**src/ddfp_pkg.sv**
```systemverilog
`default_nettype none
// ----------------------------------------------------------------------------
// Dual deadline frame pacer package
// Shared constants, command and state codes, and unit status type.
// ----------------------------------------------------------------------------
package ddfp_pkg;

	localparam int TIME_BITS_DEF       = 48;
	localparam int COUNT_BITS_DEF      = 32;
	localparam int ALPHA_FRAC_BITS_DEF = 16;

	localparam int PERIOD_BITS   = 24;
	localparam int ELAPSED_BITS  = 16;
	localparam int PROD_BITS     = PERIOD_BITS + ELAPSED_BITS;
	localparam int DELTA_SHIFT   = 8;
	localparam int DELTA_BITS    = PROD_BITS - DELTA_SHIFT;
	localparam int MUL_CNT_BITS  = $clog2(ELAPSED_BITS + 1);
	localparam int CMD_BITS      = 2;
	localparam int CFG_IDX_BITS  = 2;

	localparam logic [PROD_BITS-1:0]   ROUND_HALF = PROD_BITS'(1) << (DELTA_SHIFT - 1);
	localparam logic [PERIOD_BITS-1:0] SIM_PERIOD_DEFAULT  = 24'd16639;
	localparam logic [PERIOD_BITS-1:0] PRES_PERIOD_DEFAULT = 24'd16667;

	localparam logic [CFG_IDX_BITS-1:0] REG_SIM_PERIOD  = 2'd0;
	localparam logic [CFG_IDX_BITS-1:0] REG_PRES_PERIOD = 2'd1;

	typedef enum logic [CMD_BITS-1:0] {
		CMD_POLL      = 2'd0,
		CMD_RESTART   = 2'd1,
		CMD_SIM_DONE  = 2'd2,
		CMD_PRES_DONE = 2'd3
	} cmd_t;

	typedef enum logic [3:0] {
		ST_IDLE,
		ST_DISPATCH,
		ST_SIM_MUL,
		ST_SIM_ADD,
		ST_SIM_SEL,
		ST_PRES_OVR,
		ST_PRES_DIV,
		ST_PRES_WHOLE,
		ST_PRES_STEP,
		ST_PRES_UPD,
		ST_AL_GAP,
		ST_AL_CMP,
		ST_AL_DIV,
		ST_AL_RND,
		ST_FIN
	} state_t;

	typedef struct packed {
		logic busy;
		logic done;
	} unit_stat_t;

endpackage
`default_nettype wire

```
**src/ddfp_mul.sv**
```systemverilog
`default_nettype none
// ----------------------------------------------------------------------------
// Serial period multiplier
// Shift-add multiplier, one bit of the elapsed count per cycle.
// ----------------------------------------------------------------------------
module ddfp_mul (
	input  wire                                   clk,
	input  wire                                   arst_n,
	input  wire                                   start,
	input  wire  [ddfp_pkg::ELAPSED_BITS-1:0]     multiplier,
	input  wire  [ddfp_pkg::PERIOD_BITS-1:0]      multiplicand,
	output logic [ddfp_pkg::PROD_BITS-1:0]        product,
	output ddfp_pkg::unit_stat_t                  stat
);

	logic [ddfp_pkg::PROD_BITS-1:0]     prod_q;
	logic [ddfp_pkg::PERIOD_BITS-1:0]   mcand_q;
	logic [ddfp_pkg::MUL_CNT_BITS-1:0]  cnt_q;
	logic                               busy_q;
	logic                               done_q;
	logic [ddfp_pkg::PERIOD_BITS:0]     sum;

	always_comb begin
		sum = {1'b0, prod_q[ddfp_pkg::PROD_BITS-1:ddfp_pkg::ELAPSED_BITS]}
			+ (prod_q[0] ? {1'b0, mcand_q} : '0);
	end

	always_ff @(posedge clk or negedge arst_n) begin
		if (!arst_n) begin
			busy_q <= 1'b0;
			done_q <= 1'b0;
			cnt_q  <= '0;
		end else begin
			done_q <= 1'b0;
			if (start) begin
				busy_q <= 1'b1;
				cnt_q  <= ddfp_pkg::MUL_CNT_BITS'(ddfp_pkg::ELAPSED_BITS);
			end else if (busy_q) begin
				cnt_q <= cnt_q - 1'b1;
				if (cnt_q == ddfp_pkg::MUL_CNT_BITS'(1)) begin
					busy_q <= 1'b0;
					done_q <= 1'b1;
				end
			end
		end
	end

	always_ff @(posedge clk) begin
		if (start) begin
			prod_q  <= {{ddfp_pkg::PERIOD_BITS{1'b0}}, multiplier};
			mcand_q <= multiplicand;
		end else if (busy_q) begin
			prod_q <= {sum, prod_q[ddfp_pkg::ELAPSED_BITS-1:1]};
		end
	end

	assign product   = prod_q;
	assign stat.busy = busy_q;
	assign stat.done = done_q;

endmodule
`default_nettype wire

```
**src/ddfp_div.sv**
```systemverilog
`default_nettype none
// ----------------------------------------------------------------------------
// Serial restoring divider
// One quotient bit per cycle; quotient bits shift into the dividend register.
// ----------------------------------------------------------------------------
module ddfp_div #(
	parameter int DVD_BITS = ddfp_pkg::TIME_BITS_DEF
) (
	input  wire                                   clk,
	input  wire                                   arst_n,
	input  wire                                   start,
	input  wire  [$clog2(DVD_BITS+1)-1:0]         steps,
	input  wire  [DVD_BITS-1:0]                   dividend,
	input  wire  [ddfp_pkg::PERIOD_BITS-1:0]      rem_init,
	input  wire  [ddfp_pkg::PERIOD_BITS-1:0]      divisor,
	output logic [DVD_BITS-1:0]                   quot,
	output logic [ddfp_pkg::PERIOD_BITS-1:0]      rem,
	output ddfp_pkg::unit_stat_t                  stat
);

	localparam int CW = $clog2(DVD_BITS + 1);
	localparam int PB = ddfp_pkg::PERIOD_BITS;

	logic [DVD_BITS-1:0] dvd_q;
	logic [PB-1:0]       rem_q;
	logic [PB-1:0]       dsr_q;
	logic [CW-1:0]       cnt_q;
	logic                busy_q;
	logic                done_q;
	logic [PB:0]         trial;
	logic [PB:0]         diff;
	logic                fits;

	always_comb begin
		trial = {rem_q, dvd_q[DVD_BITS-1]};
		diff  = trial - {1'b0, dsr_q};
		fits  = trial >= {1'b0, dsr_q};
	end

	always_ff @(posedge clk or negedge arst_n) begin
		if (!arst_n) begin
			busy_q <= 1'b0;
			done_q <= 1'b0;
			cnt_q  <= '0;
		end else begin
			done_q <= 1'b0;
			if (start) begin
				busy_q <= 1'b1;
				cnt_q  <= steps;
			end else if (busy_q) begin
				cnt_q <= cnt_q - 1'b1;
				if (cnt_q == CW'(1)) begin
					busy_q <= 1'b0;
					done_q <= 1'b1;
				end
			end
		end
	end

	always_ff @(posedge clk) begin
		if (start) begin
			dvd_q <= dividend;
			rem_q <= rem_init;
			dsr_q <= divisor;
		end else if (busy_q) begin
			rem_q <= fits ? diff[PB-1:0] : trial[PB-1:0];
			dvd_q <= {dvd_q[DVD_BITS-2:0], fits};
		end
	end

	assign quot      = dvd_q;
	assign rem       = rem_q;
	assign stat.busy = busy_q;
	assign stat.done = done_q;

endmodule
`default_nettype wire

```
**src/dual_deadline_frame_pacer.sv**
```systemverilog
`default_nettype none
// ----------------------------------------------------------------------------
// Dual deadline frame pacer
// Paces simulation and presentation deadlines on a tick timebase.
// ----------------------------------------------------------------------------
//  Channel | Handshake              | Payload
//  input   | in_valid / in_ready    | command, now, keep_backlog, periods_used
//  output  | out_valid / out_ready  | simulation_due ... missed_total
//  config  | cfg_we                 | cfg_index, cfg_data
//
// One word is worked on at a time by a sequencer around a serial multiplier
// and a serial divider. Simulation done runs the multiplier, presentation done
// divides the overdue time into missed periods, and poll and restart skip
// both; each then works out alpha, which needs no division when the deadline
// is reached or a full period away. Input is ready again in the cycle after the
// result is loaded; a full output register holds the sequencer until it drains.
// Reset restores the default periods and clears both deadlines and the totals.
// ----------------------------------------------------------------------------
module dual_deadline_frame_pacer #(
	parameter int TIME_BITS       = ddfp_pkg::TIME_BITS_DEF,
	parameter int COUNT_BITS      = ddfp_pkg::COUNT_BITS_DEF,
	parameter int ALPHA_FRAC_BITS = ddfp_pkg::ALPHA_FRAC_BITS_DEF
) (
	input  wire                                  clk,
	input  wire                                  arst_n,
	input  wire                                  cfg_we,
	input  wire  [ddfp_pkg::CFG_IDX_BITS-1:0]    cfg_index,
	input  wire  [ddfp_pkg::PERIOD_BITS-1:0]     cfg_data,
	input  wire                                  in_valid,
	output logic                                 in_ready,
	input  wire  [ddfp_pkg::CMD_BITS-1:0]        command,
	input  wire  [TIME_BITS-1:0]                 now,
	input  wire                                  keep_backlog,
	input  wire  [ddfp_pkg::ELAPSED_BITS-1:0]    periods_used,
	output logic                                 out_valid,
	input  wire                                  out_ready,
	output logic                                 simulation_due,
	output logic                                 presentation_due,
	output logic [ALPHA_FRAC_BITS:0]             alpha,
	output logic [TIME_BITS-1:0]                 earliest_deadline,
	output logic [COUNT_BITS-1:0]                missed_now,
	output logic [COUNT_BITS-1:0]                sim_frame_count,
	output logic [COUNT_BITS-1:0]                present_count,
	output logic [COUNT_BITS-1:0]                missed_total
);

	localparam int TB = TIME_BITS;
	localparam int CB = COUNT_BITS;
	localparam int FB = ALPHA_FRAC_BITS;
	localparam int PB = ddfp_pkg::PERIOD_BITS;
	localparam int CW = $clog2(TIME_BITS + 1);
	localparam int XW = (TIME_BITS > COUNT_BITS) ? TIME_BITS : COUNT_BITS;
	localparam logic [FB:0] ALPHA_ONE = (FB+1)'(1) << FB;

	function automatic logic [TB-1:0] sat_time(input logic [TB:0] s);
		sat_time = s[TB] ? {TB{1'b1}} : s[TB-1:0];
	endfunction

	function automatic logic [CB-1:0] sat_count(input logic [CB:0] s);
		sat_count = s[CB] ? {CB{1'b1}} : s[CB-1:0];
	endfunction

	ddfp_pkg::state_t state_q, state_d;

	logic [PB-1:0]                    sim_period_q;
	logic [PB-1:0]                    pres_period_q;
	ddfp_pkg::cmd_t                   cmd_q;
	logic [TB-1:0]                    now_q;
	logic                             keep_q;
	logic [ddfp_pkg::ELAPSED_BITS-1:0] elapsed_q;

	logic [TB-1:0] sd_q;
	logic [TB-1:0] pd_q;
	logic [CB-1:0] frames_q;
	logic [CB-1:0] presents_q;
	logic [CB-1:0] missed_sum_q;
	logic [CB-1:0] missed_q;
	logic [TB-1:0] work_a_q;
	logic [TB-1:0] work_b_q;
	logic          le_q;
	logic [FB:0]   alpha_q;

	logic          out_valid_q;
	logic          sim_due_q;
	logic          pres_due_q;
	logic [FB:0]   alpha_out_q;
	logic [TB-1:0] earliest_q;
	logic [CB-1:0] missed_out_q;
	logic [CB-1:0] frames_out_q;
	logic [CB-1:0] presents_out_q;
	logic [CB-1:0] missed_sum_out_q;

	logic [PB-1:0] sp;
	logic [PB-1:0] pp;
	logic          out_free;
	logic          alpha_skip;
	logic [TB-1:0] overdue_c;
	logic [ddfp_pkg::PROD_BITS-1:0] prod_round;
	logic [XW-1:0] quot_x;
	logic          rnd;
	logic [FB:0]   q_round;

	logic                           mul_start;
	logic [ddfp_pkg::PROD_BITS-1:0] mul_prod;
	ddfp_pkg::unit_stat_t           mul_stat;

	logic                 div_start;
	logic [CW-1:0]        div_steps;
	logic [TB-1:0]        div_dividend;
	logic [PB-1:0]        div_rem_init;
	logic [TB-1:0]        div_quot;
	logic [PB-1:0]        div_rem;
	ddfp_pkg::unit_stat_t div_stat;

	assign sp = (sim_period_q == '0) ? ddfp_pkg::SIM_PERIOD_DEFAULT : sim_period_q;
	assign pp = (pres_period_q == '0) ? ddfp_pkg::PRES_PERIOD_DEFAULT : pres_period_q;

	assign out_free   = !out_valid_q || out_ready;
	assign alpha_skip = le_q || (work_a_q >= TB'(sp));
	assign overdue_c  = (now_q > pd_q) ? (now_q - pd_q) : '0;
	assign prod_round = mul_prod + ddfp_pkg::ROUND_HALF;
	assign quot_x     = XW'(div_quot);
	assign rnd        = ({1'b0, div_rem} + {2'b00, sp[PB-1:1]}) >= {1'b0, sp};
	assign q_round    = {1'b0, div_quot[FB-1:0]} + (FB+1)'(rnd);

	ddfp_mul u_mul (
		.clk          (clk),
		.arst_n       (arst_n),
		.start        (mul_start),
		.multiplier   (elapsed_q),
		.multiplicand (sp),
		.product      (mul_prod),
		.stat         (mul_stat)
	);

	ddfp_div #(
		.DVD_BITS (TIME_BITS)
	) u_div (
		.clk      (clk),
		.arst_n   (arst_n),
		.start    (div_start),
		.steps    (div_steps),
		.dividend (div_dividend),
		.rem_init (div_rem_init),
		.divisor  (div_start && state_q == ddfp_pkg::ST_PRES_OVR ? pp : sp),
		.quot     (div_quot),
		.rem      (div_rem),
		.stat     (div_stat)
	);

	always_comb begin
		state_d = state_q;
		unique case (state_q)
			ddfp_pkg::ST_IDLE: begin
				if (in_valid) state_d = ddfp_pkg::ST_DISPATCH;
			end
			ddfp_pkg::ST_DISPATCH: begin
				unique case (cmd_q)
					ddfp_pkg::CMD_SIM_DONE:  state_d = ddfp_pkg::ST_SIM_MUL;
					ddfp_pkg::CMD_PRES_DONE: state_d = ddfp_pkg::ST_PRES_OVR;
					default:                 state_d = ddfp_pkg::ST_AL_GAP;
				endcase
			end
			ddfp_pkg::ST_SIM_MUL: begin
				if (mul_stat.done) state_d = ddfp_pkg::ST_SIM_ADD;
			end
			ddfp_pkg::ST_SIM_ADD:    state_d = ddfp_pkg::ST_SIM_SEL;
			ddfp_pkg::ST_SIM_SEL:    state_d = ddfp_pkg::ST_AL_GAP;
			ddfp_pkg::ST_PRES_OVR:   state_d = ddfp_pkg::ST_PRES_DIV;
			ddfp_pkg::ST_PRES_DIV: begin
				if (div_stat.done) state_d = ddfp_pkg::ST_PRES_WHOLE;
			end
			ddfp_pkg::ST_PRES_WHOLE: state_d = ddfp_pkg::ST_PRES_STEP;
			ddfp_pkg::ST_PRES_STEP:  state_d = ddfp_pkg::ST_PRES_UPD;
			ddfp_pkg::ST_PRES_UPD:   state_d = ddfp_pkg::ST_AL_GAP;
			ddfp_pkg::ST_AL_GAP:     state_d = ddfp_pkg::ST_AL_CMP;
			ddfp_pkg::ST_AL_CMP: begin
				state_d = alpha_skip ? ddfp_pkg::ST_FIN : ddfp_pkg::ST_AL_DIV;
			end
			ddfp_pkg::ST_AL_DIV: begin
				if (div_stat.done) state_d = ddfp_pkg::ST_AL_RND;
			end
			ddfp_pkg::ST_AL_RND:     state_d = ddfp_pkg::ST_FIN;
			ddfp_pkg::ST_FIN: begin
				if (out_free) state_d = ddfp_pkg::ST_IDLE;
			end
			default:                 state_d = ddfp_pkg::ST_IDLE;
		endcase
	end

	always_comb begin
		in_ready     = (state_q == ddfp_pkg::ST_IDLE);
		mul_start    = (state_q == ddfp_pkg::ST_DISPATCH) && (cmd_q == ddfp_pkg::CMD_SIM_DONE);
		div_start    = 1'b0;
		div_steps    = CW'(TIME_BITS);
		div_dividend = overdue_c;
		div_rem_init = '0;
		unique case (state_q)
			ddfp_pkg::ST_PRES_OVR: begin
				div_start = 1'b1;
			end
			ddfp_pkg::ST_AL_CMP: begin
				div_start    = !alpha_skip;
				div_steps    = CW'(ALPHA_FRAC_BITS);
				div_dividend = '0;
				div_rem_init = work_a_q[PB-1:0];
			end
			default: begin
			end
		endcase
	end

	always_ff @(posedge clk or negedge arst_n) begin
		if (!arst_n) begin
			state_q       <= ddfp_pkg::ST_IDLE;
			sim_period_q  <= ddfp_pkg::SIM_PERIOD_DEFAULT;
			pres_period_q <= ddfp_pkg::PRES_PERIOD_DEFAULT;
			sd_q          <= '0;
			pd_q          <= '0;
			frames_q      <= '0;
			presents_q    <= '0;
			missed_sum_q  <= '0;
			out_valid_q   <= 1'b0;
		end else begin
			state_q <= state_d;
			if (cfg_we) begin
				unique case (cfg_index)
					ddfp_pkg::REG_SIM_PERIOD:  sim_period_q  <= cfg_data;
					ddfp_pkg::REG_PRES_PERIOD: pres_period_q <= cfg_data;
					default: begin
					end
				endcase
			end
			if (state_q == ddfp_pkg::ST_FIN && out_free) begin
				out_valid_q <= 1'b1;
			end else if (out_ready) begin
				out_valid_q <= 1'b0;
			end
			unique case (state_q)
				ddfp_pkg::ST_DISPATCH: begin
					if (cmd_q == ddfp_pkg::CMD_RESTART) begin
						sd_q         <= now_q;
						pd_q         <= now_q;
						frames_q     <= '0;
						presents_q   <= '0;
						missed_sum_q <= '0;
					end
				end
				ddfp_pkg::ST_SIM_SEL: begin
					sd_q     <= (keep_q || now_q <= work_a_q) ? work_a_q : work_b_q;
					frames_q <= sat_count({1'b0, frames_q} + (CB+1)'(1));
				end
				ddfp_pkg::ST_PRES_UPD: begin
					pd_q         <= sat_time({1'b0, pd_q} + {1'b0, work_b_q});
					presents_q   <= sat_count({1'b0, presents_q} + (CB+1)'(1));
					missed_sum_q <= sat_count({1'b0, missed_sum_q} + {1'b0, missed_q});
				end
				default: begin
				end
			endcase
		end
	end

	always_ff @(posedge clk) begin
		if (in_valid && in_ready) begin
			cmd_q     <= ddfp_pkg::cmd_t'(command);
			now_q     <= now;
			keep_q    <= keep_backlog;
			elapsed_q <= periods_used;
			missed_q  <= '0;
		end
		unique case (state_q)
			ddfp_pkg::ST_SIM_ADD: begin
				work_a_q <= sat_time({1'b0, sd_q}
					+ {1'b0, TB'(prod_round[ddfp_pkg::PROD_BITS-1:ddfp_pkg::DELTA_SHIFT])});
				work_b_q <= sat_time({1'b0, now_q} + {1'b0, TB'(sp)});
			end
			ddfp_pkg::ST_PRES_OVR: begin
				work_a_q <= overdue_c;
			end
			ddfp_pkg::ST_PRES_WHOLE: begin
				work_a_q <= work_a_q - TB'(div_rem);
				missed_q <= (quot_x > XW'({CB{1'b1}})) ? {CB{1'b1}} : quot_x[CB-1:0];
			end
			ddfp_pkg::ST_PRES_STEP: begin
				work_b_q <= sat_time({1'b0, work_a_q} + {1'b0, TB'(pp)});
			end
			ddfp_pkg::ST_AL_GAP: begin
				work_a_q <= sd_q - now_q;
				le_q     <= (sd_q <= now_q);
			end
			ddfp_pkg::ST_AL_CMP: begin
				alpha_q <= le_q ? ALPHA_ONE : '0;
			end
			ddfp_pkg::ST_AL_RND: begin
				alpha_q <= ALPHA_ONE - q_round;
			end
			ddfp_pkg::ST_FIN: begin
				if (out_free) begin
					sim_due_q        <= (now_q >= sd_q);
					pres_due_q       <= (now_q >= pd_q);
					alpha_out_q      <= alpha_q;
					earliest_q       <= (sd_q < pd_q) ? sd_q : pd_q;
					missed_out_q     <= missed_q;
					frames_out_q     <= frames_q;
					presents_out_q   <= presents_q;
					missed_sum_out_q <= missed_sum_q;
				end
			end
			default: begin
			end
		endcase
	end

	assign out_valid         = out_valid_q;
	assign simulation_due    = sim_due_q;
	assign presentation_due  = pres_due_q;
	assign alpha             = alpha_out_q;
	assign earliest_deadline = earliest_q;
	assign missed_now        = missed_out_q;
	assign sim_frame_count   = frames_out_q;
	assign present_count     = presents_out_q;
	assign missed_total      = missed_sum_out_q;

`ifndef SYNTHESIS
	a_idle_units: assert property (@(posedge clk) disable iff (!arst_n)
		in_ready |-> !div_stat.busy && !mul_stat.busy)
		else $error("arithmetic unit busy while accepting a word");

	a_alpha_range: assert property (@(posedge clk) disable iff (!arst_n)
		out_valid |-> alpha <= ALPHA_ONE)
		else $error("alpha above one");

	a_due_alpha: assert property (@(posedge clk) disable iff (!arst_n)
		out_valid && simulation_due |-> alpha == ALPHA_ONE)
		else $error("simulation due but alpha below one");

	a_div_done: assert property (@(posedge clk) disable iff (!arst_n)
		div_stat.done |-> state_q == ddfp_pkg::ST_PRES_DIV || state_q == ddfp_pkg::ST_AL_DIV)
		else $error("divider finished outside a wait state");
`endif

endmodule
`default_nettype wire

```
**config.mk**
```make
export PLATFORM = sky130hd
export DESIGN_NAME = dual_deadline_frame_pacer
export DESIGN_NICKNAME = d
export VERILOG_FILES = /design/src/ddfp_pkg.sv /design/src/ddfp_mul.sv /design/src/ddfp_div.sv /design/src/dual_deadline_frame_pacer.sv
export SDC_FILE = /design/constraint.sdc
export NUM_CORES = 2
export LEC_CHECK = 0
export BUFFER_PORTS_ARGS = -buffer_cell sky130_fd_sc_hd__buf_2
export CAP_MARGIN = 20
export CORE_MARGIN = 2
export CORE_UTILIZATION = 50
export CTS_BUF_LIST = sky130_fd_sc_hd__clkbuf_4
export DETAILED_ROUTE_END_ITERATION = 7
export PLACE_DENSITY = 0.74
export SLEW_MARGIN = 20
export SYNTH_ARGS = -nofsm -noshare
export SYNTH_HDL_FRONTEND = slang
export SYNTH_SLANG_ARGS = --single-unit
```
**constraint.sdc**
```tcl
create_clock -name clk -period 14.57 [get_ports clk]
set_clock_uncertainty 0.05 [all_clocks]
set_input_delay 0.7285 -clock clk [delete_from_list [all_inputs] [get_ports clk]]
set_output_delay 0.7285 -clock clk [all_outputs]
set_load 0.05 [all_outputs]
```
[Word-level counts from Yosys, hierarchy flattened]
Index checks and enable logic that the tools add are counted.
Word-level totals
  bits in latches: 0
  word-level logic and storage cells: 186
  register bits after elaboration: 828
  memory bits (writable): 0
  memory bits (read-only): 0
  output and inout bits: 197
  memories kept: 0
Operators by class
  muxes and demuxes: 65
  shifts and indexed selects: 0
  eq/ne operators: 26
  bitwise gates (word level): 0
  $mul: 0
  add/subtract/negate cells: 18
  divide/modulo/power cells: 0
  magnitude comparators: 10
  reduce and logical (&&, ||, !) cells: 29
Operator list (number)
  48-bit 2-to-1 mux: 11
  48-bit case mux with 2 select lines: 3
  32-bit 2-to-1 mux: 7
  24-bit 2-to-1 mux: 8
  32-bit case mux with 2 select lines: 3
  48-bit case mux with 4 select lines: 1
  48-bit by 24-bit adder with 49-bit output: 2
  48-bit >= comparator: 2
  48-bit <= comparator: 2
  48-bit subtractor: 2
  32-bit by 1-bit adder with 33-bit output, second input constant: 2
  4-bit case mux with 14 select lines: 1
  25-bit by 24-bit >= comparator with 1-bit output: 2
  48-bit by 32-bit adder with 49-bit output: 1
  48-bit by 48-bit adder with 49-bit output: 1
  48-bit by 24-bit >= comparator with 1-bit output: 1
  48-bit by 32-bit > comparator with 1-bit output, second input constant: 1
  48-bit > comparator: 1
  24-bit logical NOT: 2
  48-bit < comparator: 1
  48-bit by 24-bit subtractor with 48-bit output: 1
  40-bit by 8-bit adder with 40-bit output, second input constant: 1
  17-bit case mux with 2 select lines: 1
  32-bit by 32-bit adder with 33-bit output: 1
  36 further kinds: 90

[Logic depth before layout (Yosys ltp)]
  depth in word-level cells: 8
  mapped depth: 40
  depth with buffers taken out: 39

[Hierarchy]
From an unflattened synthesis, not the netlist that was laid out.
Unflattened totals
  cell total of the unflattened synthesis: 6117
  area total of the unflattened synthesis: 58373.5 um^2
Modules (own cells, without submodules)
  dual_deadline_frame_pacer: times used 1, cells each 5237, area an instance 48504.0 um^2, sequential area each 18401.4 um^2
  ddfp_div: times used 1, cells each 511, area an instance 5909.4 um^2, sequential area each 3083.0 um^2
  ddfp_mul: times used 1, cells each 369, area an instance 3960.0 um^2, sequential area each 1856.8 um^2

[Worst setup path before layout]
No wires, ideal clock.
  path type: flip-flop to flip-flop
  from: register state_q[2]
  to: register alpha_out_q[0] (netlist: alpha[0]), enable pin
  setup time: 989 ps
  period minus slack after synthesis: 15310 ps
  stages on the path, launching flop included: 5
  arrival: 14271 ps
  setup slack: -740 ps
  cell sequence: dfrtp_1 -> clkbuf_1 -> buf_1 -> nand2_1 -> nor3_1
On the way
  longest elaborated chain between the ends: 2
Ends and longest elaborated chain
  start: declaration: line dual_deadline_frame_pacer.sv:63  | ddfp_pkg::state_t state_q, state_d;
  start signal: assignment: line dual_deadline_frame_pacer.sv:215  | state_q <= ddfp_pkg::ST_IDLE;
  start signal: assignment: line dual_deadline_frame_pacer.sv:225  | state_q <= state_d;
  4-bit == test: line dual_deadline_frame_pacer.sv:272  | unique case (state_q)
  2-bit AND reduction (no source line)
  end signal: assignment: line dual_deadline_frame_pacer.sv:302  | alpha_out_q <= alpha_q;
  end: declaration: line dual_deadline_frame_pacer.sv:86  | logic [FB:0] alpha_out_q;
No other way between the ends.
A chain may end at the register's enable or synchronous reset.

[Final worst setup path]
  from: register sim_period_q[2]
  to: register alpha_q[15], data pin
On the way
  longest elaborated chain between the ends: 7
Ends and longest elaborated chain
  start: declaration: line dual_deadline_frame_pacer.sv:65  | logic [PB-1:0] sim_period_q;
  start signal: assignment: line dual_deadline_frame_pacer.sv:216  | sim_period_q <= ddfp_pkg::SIM_PERIOD_DEFAULT;
  start signal: assignment: line dual_deadline_frame_pacer.sv:228  | ddfp_pkg::REG_SIM_PERIOD: sim_period_q <= cfg_data;
  24-bit logical NOT *: line dual_deadline_frame_pacer.sv:115  | assign sp = (sim_period_q == '0) ? ddfp_pkg::SIM_PERIOD_DEFAULT : sim_period_q;
  24-bit 2-to-1 mux *: line dual_deadline_frame_pacer.sv:115
  net sp[3]: line dual_deadline_frame_pacer.sv:93  | logic [PB-1:0] sp;
  24-bit by 23-bit adder with 25-bit output: line dual_deadline_frame_pacer.sv:123  | assign rnd = ({1'b0, div_rem} + {2'b00, sp[PB-1:1]}) >= {1'b0, sp};
  25-bit by 24-bit >= comparator with 1-bit output *: line dual_deadline_frame_pacer.sv:123
  16-bit by 1-bit adder with 17-bit output *: line dual_deadline_frame_pacer.sv:124  | assign q_round = {1'b0, div_quot[FB-1:0]} + (FB+1)'(rnd);
  17-bit subtractor *: line dual_deadline_frame_pacer.sv:296  | alpha_q <= ALPHA_ONE - q_round;
  17-bit case mux with 2 select lines *: line dual_deadline_frame_pacer.sv:272
  end signal: assignment: line dual_deadline_frame_pacer.sv:293  | alpha_q <= le_q ? ALPHA_ONE : '0;
  end signal: assignment: line dual_deadline_frame_pacer.sv:296
  end: declaration: line dual_deadline_frame_pacer.sv:81  | logic [FB:0] alpha_q;
The timed path passes the listed nets; every way through them passes the cells marked *.

==> summary.md <==
| Metric | Value |
|---|---|
| Share of layout cells above drive strength 1 | `between 10% and 20%` |
| FF-to-FF setup slack | `around 5200 ps` |
| Resized cells post-CTS | `0` |
| Status | `complete, but fails checks` |
| Critical path depth | `37` |
| Cells after Synth | `approximately 6000` |
| Setup crit start kind | `flip-flop` |
| Crit path capture type | `flip-flop` |
| RePlAce Congestion | `between 1 and 1.5` |
| CP max stage delay | `~640 ps` |
| Leak | `~27 nW` |
| Drt total wl | `between 200000 and 250000 µm` |
| Critical-path cell with the highest stage delay | `a2111oi_0` |
| Final Hold Viols | `0` |
| Worst Tran Pin Value | `approximately 1400 ps` |
| Synth unique cells | `88` |
| H-tree levels | `4` |
| Async SR Flop Fraction | `31.4%` |
| Fin. max-slew vios | `0` |
| Clk_lat worst skew | `around 1200 ps` |
| Setup crit start | `sim_period_q[2]` |
| Final setup fails | `0` |
| Iter 0 DRT Violations | `6137` |
| Synth top area share | `28.6%` |
| Hold Path Class | `in -> async` |
| Via count | `slightly above 50000` |
| Synth Register Bits | `about 830` |
| Longest Clk Path Bufs | `3` |
| Max FO, Critical Path | `9` |
| Total power | `~17 mW` |
| Placed Cells | `7642` |
| Busiest grt layer | `met2` |
| PwrDens | `~270 mW/mm²` |
| Avg WL per Cell | `between 20 and 25 µm` |
| Setup crit end | `alpha_q[15]` |
| Initial Utilization | `50.6%` |
| Syn nets | `between 6000 and 7000` |
| Synth top area cells | `edfxtp_1 29%, ha_1 11%, dfrtp_1 11%` |
| Critical Path AT | `just over 10000 ps` |
| Post-Syn Area | `around 0.057 mm²` |
| Cell taking the most area after synthesis | `edfxtp_1` |
| PortBufs | `around 290` |
| Yosys synthesis warning count | `0` |
| CTS clk-pin slew, worst paths | `around 70 ps` |
| RR Endpoint | `alpha_q[15]` |
| Sink Count | `roughly 830` |
| Slew margin rel. | `8.01%` |
| Combinational fraction of design power | `between 60 and 70%` |
| Non-filler instance count after layout | `8166` |
| Root Driver | `clkbuf_4` |
| Drt drc | `13` |
| Hold WS | `around 130 ps` |
| Met1 usage in global routing | `44.2%` |
| Vias in the first global route | `between 40000 and 50000` |
| Core area | `between 0.1 and 0.15 mm²` |
| # rows | `between 100 and 150` |
| Synth-to-layout area growth | `12.2%` |
| Path depth of the worst reg2reg path | `37` |
| Crit share post-route | `between 60% and 70%` |
| Post-DRT Antenna Nets | `0` |
| Most frequent cell after synthesis | `edfxtp_1` |
| Nets | `7089` |
| Sw Pwr | `8.54 mW` |
| Met2 Use GR | `slightly above 50%` |
| Seq/Total Area, Yosys | `about two fifths` |
| Clock period minus final worst setup slack | `roughly 9400 ps` |
| Total gr overflow | `0` |
| Largest net degree at the start of global routing | `83` |
| Prevailing post-synth register cell | `edfxtp_1` |
| WS Path Type | `reg -> reg` |
| Vias per cell | `roughly 6.3` |
| Initial antenna violation count | `7` |
| CP bufs+invs | `2` |
| Syn_area_per_cell | `9.46 µm²` |
| Global-route wire length before repair | `301000 µm` |
| Layout fillers | `10100` |
| CTS buffer count | `225` |
| Clock power frac | `12.7%` |
| Tot GR Track Use | `around a third` |
| DRT Pass-1 Iters | `8` |
| Most used cell, CP | `ha_1` |
| Total Neg Setup Slack | `0 ps` |
| R2R Path Start | `sim_period_q[2]` |
| Failing checks | `DRC` |
| Fmax | `approximately 0.11 GHz` |
| Fin util | `roughly 57%` |
| Top cells by count, synth | `544 x edfxtp_1, 540 x a21oi_1, 519 x nand2_1, 517 x ha_1, 473 x nor2_1` |
| Cell Int Power | `about 8.6 mW` |
| Die width | `~340 µm` |
| EDFF count, synth | `between 500 and 600` |
| Met3 capacity usage during global routing | `7.61%` |
| Die height | `between 300 and 400 µm` |
| Max Cap Viol | `0` |
| Highest ir drop seen on vdd | `~130 µV` |
| Reg power frac | `approximately a quarter` |
| Die Area | `around 0.12 mm²` |
| CP top delay family | `compound AO/OA/AOI/OAI gates` |
| CTS tree | `yes` |
| RSZ-0062 raised after global routing | `no` |
| Req. time, crit path | `between 15000 and 20000 ps` |
| Switching Fraction | `49.7%` |
| Post-detail-place hpwl | `154000 µm` |
| # IOs | `slightly below 300` |
[state kept, by name (all words and copies together) (netlist names), 40 cells and up]
signal,cells
pd_q,48
now_q,48
earliest_deadline,48
u_div.quot,48
sd_q,48
work_b_q,48
work_a_q,48
u_mul.product,40
[power groups by stage]
stage / registers [mW] / clock network [mW] / logic [mW]
after global routing: 4.57 / 2.34 / 11.3
after floorplan: 4.21 / 0 / 7.29
after CTS: 4.47 / 2.22 / 10.2
after detailed placement: 4.51 / 0 / 10.1
final: 4.53 / 2.18 / 10.5
after global placement: 4.49 / 0 / 9.96
[cell type report]
type                       count  area (µm²)  area share, %
antenna                        2        5.00        0.00781
clock buffer                 339        2540           3.97
clock inverter                89         463          0.722
inverter                     359        1350           2.10
multi-input combinational   4596       31600           49.3
sequential                   828       23300           36.4
tap                         1500        1880           2.93
timing repair buffer         453        2910           4.54
[what timing repair did]
item	CTS	global route
hold buffers	94	0
buffers inserted	0	0
endpoints found under the hold margin	196	0
[worst reg2reg max path, delay by kind of cell (launching register included)]
| family | cells | cell delay, ps |
|---|---|---|
| and+or+nand+nor | 9 | 2470 |
| xor gates and xnor gates | 2 | 290 |
| DFF | 1 | 370 |
| AOI/OAI and AO/OA | 19 | 4510 |
| adders and majority gates | 5 | 1160 |
| buffers and inverters | 2 | 200 |
[per-layer routing]
metal	wire length (µm)	vias up
met1	80600	24600
met4	14000	4
met3	20900	665
met2	87900	2898
met5	31	-
li1	-	23300
[cell usage in the layout (no fill, tap or decap), drive strengths merged, types with 15 or more instances in the layout]
cell type and n:
edfxtp 544, a21oi 540, nand2 519, ha 517, nor2 473, inv 365
buf 359, o21ai 351, clkbuf 339, xnor2 306, dfrtp 245, a21o 187
nand3 163, xor2 127, nor3 102, a211oi 101, nand4 100, dlygate4sd3 94
mux2 83, clkinv 81, mux2i 75, nor2b 72, and3 71, a22oi 69
a31oi 68, o21bai 63, o22ai 61, o21a 53, nand2b 48, nor4 44
and2 43, a221oi 30, dfxtp 24, o31ai 23, or3 20, a311oi 19
or2 17, o211ai 16, dfstp 15
[through the flow]
stage	cell area [µm²]	setup WS [ps]
finish	64100	5200
floorplan	57100	5350
global placement	60100	5230
global route	64100	4450
detailed placement	60100	5160
CTS	64100	5140
[cell families after synthesis]
kind of cell,count (synthesis),share of synthesized area [%]
and+or+nand+nor,1721,14.1
muxes,158,2.95
DFF,828,40.9
adders and majority gates,531,11.8
AOI/OAI and AO/OA,1753,19.5
xor gates and xnor gates,433,6.64
buffers and inverters,616,4.12
[worst min-delay path by stage]
stage | endpoint | cells past startpoint
after floorplan | alpha[0] | 0
after global placement | alpha[3] | 0
after detailed placement | alpha[15] | 0
after CTS | sim_period_q[10] | 4
after global routing | u_mul.cnt_q[4] | 2
final | pres_period_q[21] | 2
(Power assumes the default switching activity.)
